File: src/design/rcsfr_pkg.sv
// Package for the serial frame receiver: event codes, frame constants and the
// command and status structs that join the controller to the datapath.
// No dependencies.
`default_nettype none

package rcsfr_pkg;

  localparam int CHANNELS = 14;
  localparam int CHAN_W   = 4;
  localparam int POS_W    = 5;
  localparam int WORD_AW  = 4;
  localparam int WORDS    = 16;

  localparam logic [7:0]  HDR_FIRST    = 8'h20;
  localparam logic [7:0]  HDR_SECOND   = 8'h40;
  localparam logic [15:0] SUM_INIT     = 16'hFFFF;
  localparam logic [POS_W-1:0] POS_TRAILER_LO = 5'd30;
  localparam logic [POS_W-1:0] POS_LAST       = 5'd31;
  localparam logic [CHAN_W-1:0] LAST_CHAN     = CHAN_W'(CHANNELS - 1);

  localparam logic [1:0] EV_NONE    = 2'd0;
  localparam logic [1:0] EV_VALID   = 2'd1;
  localparam logic [1:0] EV_BAD_HDR = 2'd2;
  localparam logic [1:0] EV_BAD_CKS = 2'd3;

  typedef struct packed {
    logic                accept;
    logic                chan_mode;
    logic [CHAN_W-1:0]   chan;
    logic [WORD_AW-1:0]  rd_addr;
  } ctl_cmd_t;

  typedef struct packed {
    logic good_frame;
  } dp_stat_t;

endpackage

`default_nettype wire

File: src/design/rc_serial_frame_receiver_top.sv
// Serial frame receiver: one input word per accept, results from the next cycle on.
// Latency: the first result is valid the cycle after the input word is taken.
// A tick or ordinary byte gives a single result; a good frame's last byte gives
// the 14 channel results, read one by one from the frame store port.
// A new input word is taken only once all results of the previous one are gone.
// Reset: synchronous rst clears counters, frame state and sets the timeout to 100.
`default_nettype none

module rc_serial_frame_receiver_top (
  input  wire logic        clk,
  input  wire logic        rst,
  input  wire logic        in_valid,
  output logic             in_stall,
  input  wire logic        command,
  input  wire logic [7:0]  rx_byte,
  input  wire logic        cfg_we,
  input  wire logic [15:0] cfg_wdata,
  output logic             out_valid,
  input  wire logic        out_stall,
  output logic [1:0]       event_res,
  output logic [3:0]       channel_index,
  output logic [15:0]      channel_value,
  output logic             last,
  output logic             link_valid,
  output logic [31:0]      bytes_count,
  output logic [31:0]      frames_count,
  output logic [31:0]      good_frames,
  output logic [31:0]      header_errors,
  output logic [31:0]      checksum_errors
);

  rcsfr_pkg::ctl_cmd_t cmd;
  rcsfr_pkg::dp_stat_t stat;

  rcsfr_ctrl u_ctrl (
    .clk       (clk),
    .rst       (rst),
    .in_valid  (in_valid),
    .in_stall  (in_stall),
    .out_valid (out_valid),
    .out_stall (out_stall),
    .stat      (stat),
    .cmd       (cmd)
  );

  rcsfr_dpath u_dpath (
    .clk             (clk),
    .rst             (rst),
    .cmd             (cmd),
    .stat            (stat),
    .command         (command),
    .rx_byte         (rx_byte),
    .cfg_we          (cfg_we),
    .cfg_wdata       (cfg_wdata),
    .event_res       (event_res),
    .channel_index   (channel_index),
    .channel_value   (channel_value),
    .last            (last),
    .link_valid      (link_valid),
    .bytes_count     (bytes_count),
    .frames_count    (frames_count),
    .good_frames     (good_frames),
    .header_errors   (header_errors),
    .checksum_errors (checksum_errors)
  );

endmodule

`default_nettype wire

File: src/design/rcsfr_ram.sv
// Generic single-port-write, single-port-read RAM with a registered read.
// No dependencies.
`default_nettype none

module rcsfr_ram #(
  parameter int WIDTH = 16,
  parameter int DEPTH = 16
) (
  input  wire logic                     clk,
  input  wire logic                     wr_en,
  input  wire logic [$clog2(DEPTH)-1:0] wr_addr,
  input  wire logic [WIDTH-1:0]         wr_data,
  input  wire logic [$clog2(DEPTH)-1:0] rd_addr,
  output logic      [WIDTH-1:0]         rd_data
);

  logic [WIDTH-1:0] mem [DEPTH];

  always_ff @(posedge clk) begin
    if (wr_en) begin
      mem[wr_addr] <= wr_data;
    end
    rd_data <= mem[rd_addr];
  end

endmodule

`default_nettype wire

File: src/design/rcsfr_ctrl.sv
// Controller of the serial frame receiver: accepts words, then presents one
// result or walks the channel results of a good frame. Uses rcsfr_pkg.
`default_nettype none

module rcsfr_ctrl (
  input  wire logic              clk,
  input  wire logic              rst,
  input  wire logic              in_valid,
  output logic                   in_stall,
  output logic                   out_valid,
  input  wire logic              out_stall,
  input  wire rcsfr_pkg::dp_stat_t stat,
  output rcsfr_pkg::ctl_cmd_t    cmd
);

  localparam logic [1:0] ST_IDLE = 2'd0;
  localparam logic [1:0] ST_HOLD = 2'd1;
  localparam logic [1:0] ST_CHAN = 2'd2;

  logic [1:0] state;
  logic [1:0] state_next;
  logic [rcsfr_pkg::CHAN_W-1:0] chan;
  logic [rcsfr_pkg::CHAN_W-1:0] chan_next;
  logic accept;
  logic take;

  assign accept = (state == ST_IDLE) && in_valid;
  assign take   = !out_stall;

  always_comb begin
    state_next = state;
    chan_next  = chan;
    unique case (state)
      ST_IDLE: begin
        if (accept) begin
          state_next = stat.good_frame ? ST_CHAN : ST_HOLD;
        end
      end
      ST_HOLD: begin
        if (take) begin
          state_next = ST_IDLE;
        end
      end
      ST_CHAN: begin
        if (take) begin
          if (chan == rcsfr_pkg::LAST_CHAN) begin
            state_next = ST_IDLE;
            chan_next  = '0;
          end else begin
            chan_next = chan + 4'd1;
          end
        end
      end
      default: begin
        state_next = ST_IDLE;
        chan_next  = '0;
      end
    endcase
  end

  always_ff @(posedge clk) begin
    if (rst) begin
      state <= ST_IDLE;
      chan  <= '0;
    end else begin
      state <= state_next;
      chan  <= chan_next;
    end
  end

  assign in_stall  = (state != ST_IDLE);
  assign out_valid = (state == ST_HOLD) || (state == ST_CHAN);

  // Channel i sits in word i + 1. Reading one word ahead when a result is
  // taken keeps the channel results on consecutive cycles.
  always_comb begin
    cmd.accept    = accept;
    cmd.chan_mode = (state == ST_CHAN);
    cmd.chan      = chan;
    if ((state == ST_CHAN) && take) begin
      cmd.rd_addr = chan + 4'd2;
    end else begin
      cmd.rd_addr = chan + 4'd1;
    end
  end

endmodule

`default_nettype wire

File: src/design/rcsfr_dpath.sv
// Datapath of the serial frame receiver: frame position, checksum, counters,
// frame age, the timeout register and the frame store. Uses rcsfr_pkg, rcsfr_ram.
`default_nettype none

module rcsfr_dpath (
  input  wire logic                clk,
  input  wire logic                rst,
  input  wire rcsfr_pkg::ctl_cmd_t cmd,
  output rcsfr_pkg::dp_stat_t      stat,
  input  wire logic                command,
  input  wire logic [7:0]          rx_byte,
  input  wire logic                cfg_we,
  input  wire logic [15:0]         cfg_wdata,
  output logic [1:0]               event_res,
  output logic [3:0]               channel_index,
  output logic [15:0]              channel_value,
  output logic                     last,
  output logic                     link_valid,
  output logic [31:0]              bytes_count,
  output logic [31:0]              frames_count,
  output logic [31:0]              good_frames,
  output logic [31:0]              header_errors,
  output logic [31:0]              checksum_errors
);

  logic [15:0] stale_timeout;
  logic [rcsfr_pkg::POS_W-1:0] position;
  logic [rcsfr_pkg::POS_W-1:0] position_next;
  logic [15:0] running_sum;
  logic [15:0] running_sum_next;
  logic [7:0]  low_byte;
  logic [7:0]  low_byte_next;
  logic [31:0] byte_counter;
  logic [31:0] byte_counter_next;
  logic [31:0] frame_counter;
  logic [31:0] frame_counter_next;
  logic [31:0] valid_counter;
  logic [31:0] valid_counter_next;
  logic [31:0] header_counter;
  logic [31:0] header_counter_next;
  logic [31:0] checksum_counter;
  logic [31:0] checksum_counter_next;
  logic [31:0] frame_age;
  logic [31:0] frame_age_next;
  logic        seen_frame;
  logic        seen_frame_next;
  logic [1:0]  event_reg;
  logic [1:0]  event_next;
  logic        good;
  logic        wr_en;
  logic [15:0] wr_word;
  logic [15:0] rd_word;

  always_comb begin
    position_next         = position;
    running_sum_next      = running_sum;
    low_byte_next         = low_byte;
    byte_counter_next     = byte_counter;
    frame_counter_next    = frame_counter;
    valid_counter_next    = valid_counter;
    header_counter_next   = header_counter;
    checksum_counter_next = checksum_counter;
    frame_age_next        = frame_age;
    seen_frame_next       = seen_frame;
    event_next            = rcsfr_pkg::EV_NONE;
    good                  = 1'b0;
    wr_en                 = 1'b0;
    wr_word               = {rx_byte, low_byte};

    if (command) begin
      if (frame_age != 32'hFFFF_FFFF) begin
        frame_age_next = frame_age + 32'd1;
      end
    end else begin
      byte_counter_next = byte_counter + 32'd1;
      if (position == '0) begin
        if (rx_byte == rcsfr_pkg::HDR_FIRST) begin
          position_next    = 5'd1;
          running_sum_next = rcsfr_pkg::SUM_INIT - {8'd0, rcsfr_pkg::HDR_FIRST};
          low_byte_next    = rcsfr_pkg::HDR_FIRST;
        end
      end else if ((position == 5'd1) && (rx_byte != rcsfr_pkg::HDR_SECOND)) begin
        header_counter_next = header_counter + 32'd1;
        event_next          = rcsfr_pkg::EV_BAD_HDR;
        if (rx_byte == rcsfr_pkg::HDR_FIRST) begin
          position_next    = 5'd1;
          running_sum_next = rcsfr_pkg::SUM_INIT - {8'd0, rcsfr_pkg::HDR_FIRST};
          low_byte_next    = rcsfr_pkg::HDR_FIRST;
        end else begin
          position_next    = '0;
          running_sum_next = rcsfr_pkg::SUM_INIT;
        end
      end else begin
        // Bytes are stored in pairs: the even byte waits in low_byte and is
        // written together with the odd byte that follows it.
        if (!position[0]) begin
          low_byte_next = rx_byte;
        end else begin
          wr_en = 1'b1;
        end
        if (position < rcsfr_pkg::POS_TRAILER_LO) begin
          running_sum_next = running_sum - {8'd0, rx_byte};
        end
        if (position == rcsfr_pkg::POS_LAST) begin
          position_next      = '0;
          running_sum_next   = rcsfr_pkg::SUM_INIT;
          frame_counter_next = frame_counter + 32'd1;
          if (wr_word != running_sum) begin
            checksum_counter_next = checksum_counter + 32'd1;
            event_next            = rcsfr_pkg::EV_BAD_CKS;
          end else begin
            good                = 1'b1;
            valid_counter_next  = valid_counter + 32'd1;
            frame_age_next      = '0;
            seen_frame_next     = 1'b1;
            event_next          = rcsfr_pkg::EV_VALID;
          end
        end else begin
          position_next = position + 5'd1;
        end
      end
    end
  end

  assign stat.good_frame = good;

  always_ff @(posedge clk) begin
    if (rst) begin
      stale_timeout    <= 16'd100;
      position         <= '0;
      running_sum      <= rcsfr_pkg::SUM_INIT;
      byte_counter     <= '0;
      frame_counter    <= '0;
      valid_counter    <= '0;
      header_counter   <= '0;
      checksum_counter <= '0;
      frame_age        <= '0;
      seen_frame       <= 1'b0;
    end else begin
      if (cfg_we) begin
        stale_timeout <= cfg_wdata;
      end
      if (cmd.accept) begin
        position         <= position_next;
        running_sum      <= running_sum_next;
        byte_counter     <= byte_counter_next;
        frame_counter    <= frame_counter_next;
        valid_counter    <= valid_counter_next;
        header_counter   <= header_counter_next;
        checksum_counter <= checksum_counter_next;
        frame_age        <= frame_age_next;
        seen_frame       <= seen_frame_next;
      end
    end
  end

  always_ff @(posedge clk) begin
    if (cmd.accept) begin
      low_byte  <= low_byte_next;
      event_reg <= event_next;
    end
  end

  rcsfr_ram #(
    .WIDTH(16),
    .DEPTH(rcsfr_pkg::WORDS)
  ) u_store (
    .clk     (clk),
    .wr_en   (cmd.accept && wr_en),
    .wr_addr (position[rcsfr_pkg::POS_W-1:1]),
    .wr_data (wr_word),
    .rd_addr (cmd.rd_addr),
    .rd_data (rd_word)
  );

  assign event_res     = cmd.chan_mode ? rcsfr_pkg::EV_VALID : event_reg;
  assign channel_index = cmd.chan_mode ? cmd.chan : 4'd0;
  assign channel_value = cmd.chan_mode ? rd_word : 16'd0;
  assign last          = cmd.chan_mode ? (cmd.chan == rcsfr_pkg::LAST_CHAN) : 1'b1;

  assign link_valid      = seen_frame && (frame_age <= {16'd0, stale_timeout});
  assign bytes_count     = byte_counter;
  assign frames_count    = frame_counter;
  assign good_frames     = valid_counter;
  assign header_errors   = header_counter;
  assign checksum_errors = checksum_counter;

endmodule

`default_nettype wire

File: config.mk
export PLATFORM = sky130hd
export DESIGN_NAME = rc_serial_frame_receiver_top
export DESIGN_NICKNAME = d
export VERILOG_FILES = /design/src/design/rcsfr_pkg.sv /design/src/design/rc_serial_frame_receiver_top.sv /design/src/design/rcsfr_ram.sv /design/src/design/rcsfr_ctrl.sv /design/src/design/rcsfr_dpath.sv
export SDC_FILE = /design/constraint.sdc
export NUM_CORES = 1
export LEC_CHECK = 0
export BUFFER_PORTS_ARGS = -buffer_cell sky130_fd_sc_hd__buf_4
export CELL_PAD_IN_SITES_DETAIL_PLACEMENT = 1
export CELL_PAD_IN_SITES_GLOBAL_PLACEMENT = 2
export CORE_MARGIN = 2
export CORE_UTILIZATION = 30
export DETAILED_ROUTE_END_ITERATION = 7
export HOLD_SLACK_MARGIN = 0.1
export PLACE_DENSITY_LB_ADDON = 0.1
export SYNTH_ARGS = -nofsm -noshare
export SYNTH_HDL_FRONTEND = slang
export SYNTH_HIERARCHICAL = 1
export SYNTH_SLANG_ARGS = --single-unit
File: constraint.sdc
create_clock -name clk -period 4.8 [get_ports clk]
set_clock_uncertainty 0.2 [all_clocks]
set_input_delay 0.48 -clock clk [delete_from_list [all_inputs] [get_ports clk]]
set_output_delay 0.48 -clock clk [all_outputs]
set_load 0.01 [all_outputs]
---- Word-level counts from Yosys, hierarchy flattened ----
Memory sizes are Yosys's and may differ from the RTL's. A register that Yosys moved wholly into a read port is not among the register bits.
Index checks and enable logic that the tools add are counted.
Widths: inputs -> output; s select.
storage, ports and cells
  register bits ........................... 246
  latch bits .............................. 0
  bits in writable memories ............... 256
  bits in read-only memories .............. 0
  output and inout bits ................... 186
  word-level logic and storage cells ...... 128
  memories kept ........................... 1
memories
  memory               words  width  rd ports  clocked after memory_dff  write ports  RTL line         text
  u_dpath.u_store.mem  16     16     1         1                         1            rcsfr_ram.sv:17  logic [WIDTH-1:0] mem [DEPTH];
cells by class
  add/sub/neg operators ................... 10
  multipliers ............................. 0
  divide/modulo/power cells ............... 0
  order comparisons ....................... 2
  equal/unequal tests ..................... 19
  shifts and indexed selects .............. 0
  multiplexer cells ....................... 49
  bitwise logic cells ..................... 6
  reductions and logical operators ........ 26
operators with widths
  kind                   count
  $add 32x1->32 const B  6
  $mux 32                6
  $mux 16                6
  $le 32x16->1           1
  $mux 8                 4
  $ne 32x32->1 const B   1
  $mux 5                 4
  $mux 2                 9
  $reduce_and 6->1       3
  $mux 4                 4
  $ne 16x16->1           1
  $sub 16x8->16          1
  $ne 2x2->1 const B     7
  $mux 1                 13
  $reduce_and 4->1       3
  $eq 8x6->1 const B     1
  $ne 8x7->1 const B     1
  $pmux 4 s2             1
  $mux 6                 1
  $not 1->1              6
  $pmux 2 s3             1
  $reduce_and 3->1       2
  $add 5x1->5 const B    1
  $eq 5x1->1 const B     1
  20 further kinds       28

---- Depth between registers and ports, before layout ----
  word-level depth ........................ 9
  gate-level depth with buffers ........... 16
  depth with buffers taken out ............ 12

---- Cells and area by module ----
The synthesis kept the hierarchy.
by module, submodules not included
  module       times used  cells each  area an instance (µm²)  sequential area each (µm²)
  rcsfr_dpath  1           1355        11482.3                 4904.7
  rcsfr_ram    1           432         10042.1                 8007.7
  rcsfr_ctrl   1           55          442.9                   120.1

---- Worst setup path after synthesis ----
OpenSTA, ideal clock, no wires.
  path type ............................... input port to flip-flop
  start point ............................. input port rx_byte[7]
  end point ............................... memory u_dpath.u_store.mem[0][0] (enable)
  setup time .............................. 0.409 ns
  arrival ................................. 3.729 ns
  required time ........................... 4.191 ns
  slack ................................... 0.462 ns
  stages on the path ...................... 7
  buffers on the path ..................... 1
  path through ............................ or4_4 o41ai_4 and2_1 clkbuf_1 and3_1 or3b_2 nor3_1
on the way
  cells in the longest elaborated chain, start to end .. 8
RTL lines
  element                       RTL line                            text
  start, declared               rc_serial_frame_receiver_top.sv:15  input wire logic [7:0] rx_byte,
  $ne 8x7->1                    rcsfr_dpath.sv:82                   end else if ((position == 5'd1) && (rx_byte != rcsfr_pkg::HDR_SECOND)) begin
  $logic_and 1x1->1             rcsfr_dpath.sv:82
  $mux 1                        rcsfr_dpath.sv:82
  $mux 1                        rcsfr_dpath.sv:76                   if (position == '0) begin
  $mux 1                        rcsfr_dpath.sv:70                   if (command) begin
  $logic_and 1x1->1             rcsfr_dpath.sv:169                  .wr_en (cmd.accept && wr_en),
  $mux 1                        rcsfr_ram.sv:20                     if (wr_en) begin
  $mux 1 (implied by the code)  rcsfr_ram.sv:21                     mem[wr_addr] <= wr_data;
  end, declared                 rcsfr_ram.sv:17
Every way passes these cells.

---- Worst setup path in the final report ----
  start point ............................. register u_dpath/position[1] (netlist bit)
  end point ............................... register u_dpath.frame_age[1]
on the way
  cells in the longest elaborated chain, start to end .. 4
RTL lines
  element                              RTL line            text
  start, declared                      rcsfr_dpath.sv:27   logic [rcsfr_pkg::POS_W-1:0] position;
  start signal, assigned               rcsfr_dpath.sv:144  position <= position_next;
  $eq 5x1->1                           rcsfr_dpath.sv:82
  $logic_and 1x1->1                    rcsfr_dpath.sv:82
  $ne 2x2->1 (no source line)          -
  $reduce_and 6->1 (no source line) *  -
  end signal, assigned                 rcsfr_dpath.sv:151  frame_age <= frame_age_next;
  end, declared                        rcsfr_dpath.sv:43   logic [31:0] frame_age;
Mark *: on every way between the ends. The rest lies on a longest branch, timed or not.
A chain may end at the register's enable or synchronous reset.

==> flow_summary.json <==
{
  "synth_edf_count": 266,
  "period_minus_slack_ns": 3.82,
  "drive_above_1_share_pct": 19.1,
  "timing.final.crit_share_pct": 79.6,
  "ys_seq_area_share_pct": 59.3,
  "crit_path_cell_trace": "ha_1 -> and3_1 -> ha_1 -> inv_1 -> nor3_1 -> and2_0 -> and2_1 -> or2_2 -> nor2_1",
  "leakage_nw": 9.85,
  "synthTopCellsByCount": "edfxtp_1 (266), dfxtp_1 (252), nor2_1 (219)",
  "final.setup.tns_ns": 0,
  "avgSynthCellArea_um2": 11.9,
  "synthesis.nets": 1913,
  "cts.sinks": 518,
  "via_per_inst": 4.79,
  "yosysUniqueCellTypes": 61,
  "grt_pass1_wl_um": 94900,
  "clockBufferDepth": 3,
  "worst_ep_required_time_ns": 5.08,
  "fp.dieW_um": 275,
  "cts_buffers": 59,
  "cp_common_cell": "ha_1",
  "top_register": "u_dpath/u_store/mem",
  "post-dp-hpwl_um": 40500,
  "report.final.setup_viol": 0,
  "ir_drop_uv": 285,
  "ys_async_sr_fraction_pct": 0,
  "cp-end-kind": "flip-flop",
  "synth_most_common_cell": "edfxtp_1",
  "multi_input_area_um2": 8480,
  "fin_nets": 2202,
  "synth_top_area_share_pct": 36.4,
  "cts_root_buffer": "clkbuf_16",
  "grt-ovfl-total": 0,
  "maxCapViolCount": 0,
  "pwr-share-seq_pct": 48.5,
  "clockPowerShare_pct": 49.0,
  "synth_area_um2": 22000,
  "intPower_w": 0.00760,
  "slowest_stage": "or2_2",
  "synth_area_leaders": "edfxtp_1 (36%), dfxtp_1 (23%), mux4_2 (5.5%), xor2_1 (4.1%), nor2_1 (3.7%)",
  "met2WireLength_um": 29300,
  "grt_start_max_net_pins": 76,
  "worstSkewPairLatency_ns": 0.65,
  "p_sw_share_pct": 21.4,
  "antenna_found_initial": 0,
  "crit_family": "simple AND/OR/NAND/NOR gates",
  "critical_path_class": "flip-flop to flip-flop",
  "syn_inst": 1842,
  "grtUsageTotal_pct": 16.1,
  "drt-met1-wl_um": 28200,
  "stdcell_count": 3139,
  "first_pass_iters": 4,
  "hold_viol": 0,
  "final_area_um2": 27300,
  "dieHeight_um": 275,
  "finalPower_w": 0.00967,
  "dp.cells": 2984,
  "pwr_density_cell_nw_per_um2": 354,
  "hold_path_class": "primary input to flip-flop",
  "cts_tree": "done",
  "vias": 15000,
  "slew_viol_final": 0,
  "place_congestion": 0.730,
  "dieArea_um2": 75400,
  "min-delay-start": "in_valid",
  "top_layer_used": "met4",
  "met3WireLength_um": 2610,
  "fin_util_pct": 37.6,
  "cts.clk_slew.worst_paths_ns": 0.06,
  "slowest_delay_ns": 0.64,
  "post_cts_buffers": 0,
  "syn2layout_area_growth_pct": 24.4,
  "r2r_start": "u_dpath/position[1]",
  "synth_seq_cells": 518,
  "worst-path-buf-inv": 1,
  "outcome": "completed",
  "cp_max_fo": 32,
  "cp_data_arrival_time_ns": 4.10,
  "fill_cells": 7786,
  "coreArea_um2": 72700,
  "critPathLaunch": "u_dpath/position[1]",
  "grt_pass1_vias": 15800,
  "ant_nets": 0,
  "p_sw_w": 0.00207,
  "power_frac_comb_pct": 2.5,
  "dpl-instance-area_um2": 24800,
  "drt_iter0_drc": 683,
  "portBuffers": 215,
  "synth_ff_type": "edfxtp_1",
  "ff_latch_area_um2": 13000,
  "wire_per_inst_um": 19.5,
  "post-route-drc-count": 0,
  "initial_utilization_pct": 30.2,
  "largest_reg_flops": 256,
  "num_rows": 99,
  "rsz0062_at_grt": "false",
  "htreeDepth": 2,
  "synth_largest_area_cell": "edfxtp_1",
  "worst_pin_slew_ns": 1.08,
  "clock.fmax_mhz": 262,
  "num_io_pins": 216,
  "wl_um": 61100,
  "slew_headroom_pct": 28.0,
  "yosysWarnings": 6,
  "start_kind": "flip-flop"
}
kinds of logic after synthesis:
family | after synthesis | synth area share, %
buffers and inverters | 117 | 2.28
AO/OA/AOI/OAI | 182 | 5.00
multiplexers | 82 | 7.55
adder cells (fa/ha/maj) | 41 | 2.37
flip-flops | 518 | 59.3
XOR/XNOR | 182 | 7.26
AND/OR/NAND/NOR | 720 | 16.2
cell type report:
class	instances	share of cell area (%)
repair buffers	293	8.57
well taps	959	4.39
clock inverters	26	1.55
clock buffers	83	6.03
diodes	1	0.00916
inverters	52	0.714
flip-flops and latches	518	47.7
multi-input cells	1207	31.0
layer usage:
| layer | track usage [%] | up-vias |
|---|---|---|
| met4 | 3.39 | 0 |
| met2 | 27.0 | 196 |
| met3 | 3.31 | 61 |
| met5 | 0 | - |
| met1 | 21.7 | 7557 |
| li1 | - | 7221 |
tightest hold or removal path, delay by kind of cell:
kind                   cells  cell delay [ns]
and+or+nand+nor            1             0.09
AOI/OAI and AO/OA          2             0.16
buffers and inverters      2             0.19
cells in the final DEF (no fill, tap or decap), drive strengths merged, types with 7 or more instances in the layout:
cell,synthesis,routed
nor2b,13,13
a22oi,34,34
dlygate4sd3,0,45
nand3,74,74
and4,15,15
clkinv,0,13
and2,40,40
ha,40,40
a21oi,56,56
dfxtp,252,252
xor2,104,104
o21ai,63,63
mux2i,18,18
nor3,32,32
clkbuf,43,83
nand2,153,153
bufinv,0,8
xnor2,78,78
nand2b,8,8
nor2,220,220
or4,7,7
nor4,11,11
buf,22,248
inv,52,52
and3,40,40
edfxtp,266,266
a21o,7,7
or3,41,41
mux4,64,64
nand4,47,47
stage by stage:
step,setup slack (ns),hold slack [ns]
floorplan,0.462,0.232
global placement,1.04,0.274
detailed placement,0.942,0.289
CTS,0.920,0.109
global route,0.560,0.157
finish,0.977,0.158
path summary, 6_finish.rpt:
path	slack [ns]	endpoint	depth (start not counted)
min	0.16	u_ctrl/state[1]	5
min reg2reg	0.30	u_dpath/frames_count[1]	2
max reg2reg	0.98	u_dpath/frame_age[1]	9
max	0.98	u_dpath/frame_age[1]	9
power by group through the flow:
stage / clock network (W) / registers, W / logic (W)
floorplan: 0 / 0.00477 / 0.000114
detailed placement: 0 / 0.00478 / 0.000211
finish: 0.00474 / 0.00469 / 0.000238
CTS: 0.00492 / 0.00469 / 0.000245
global route: 0.00508 / 0.00469 / 0.000269
global placement: 0 / 0.00478 / 0.000206
what timing repair did:
action,4_1_cts,5_1_grt
hold endpoints to repair,189,0
hold buffers,45,0
endpoints found under the setup margin,0,0
gates resized for setup,0,0
Note: power is estimated with default switching activity, not from simulation.
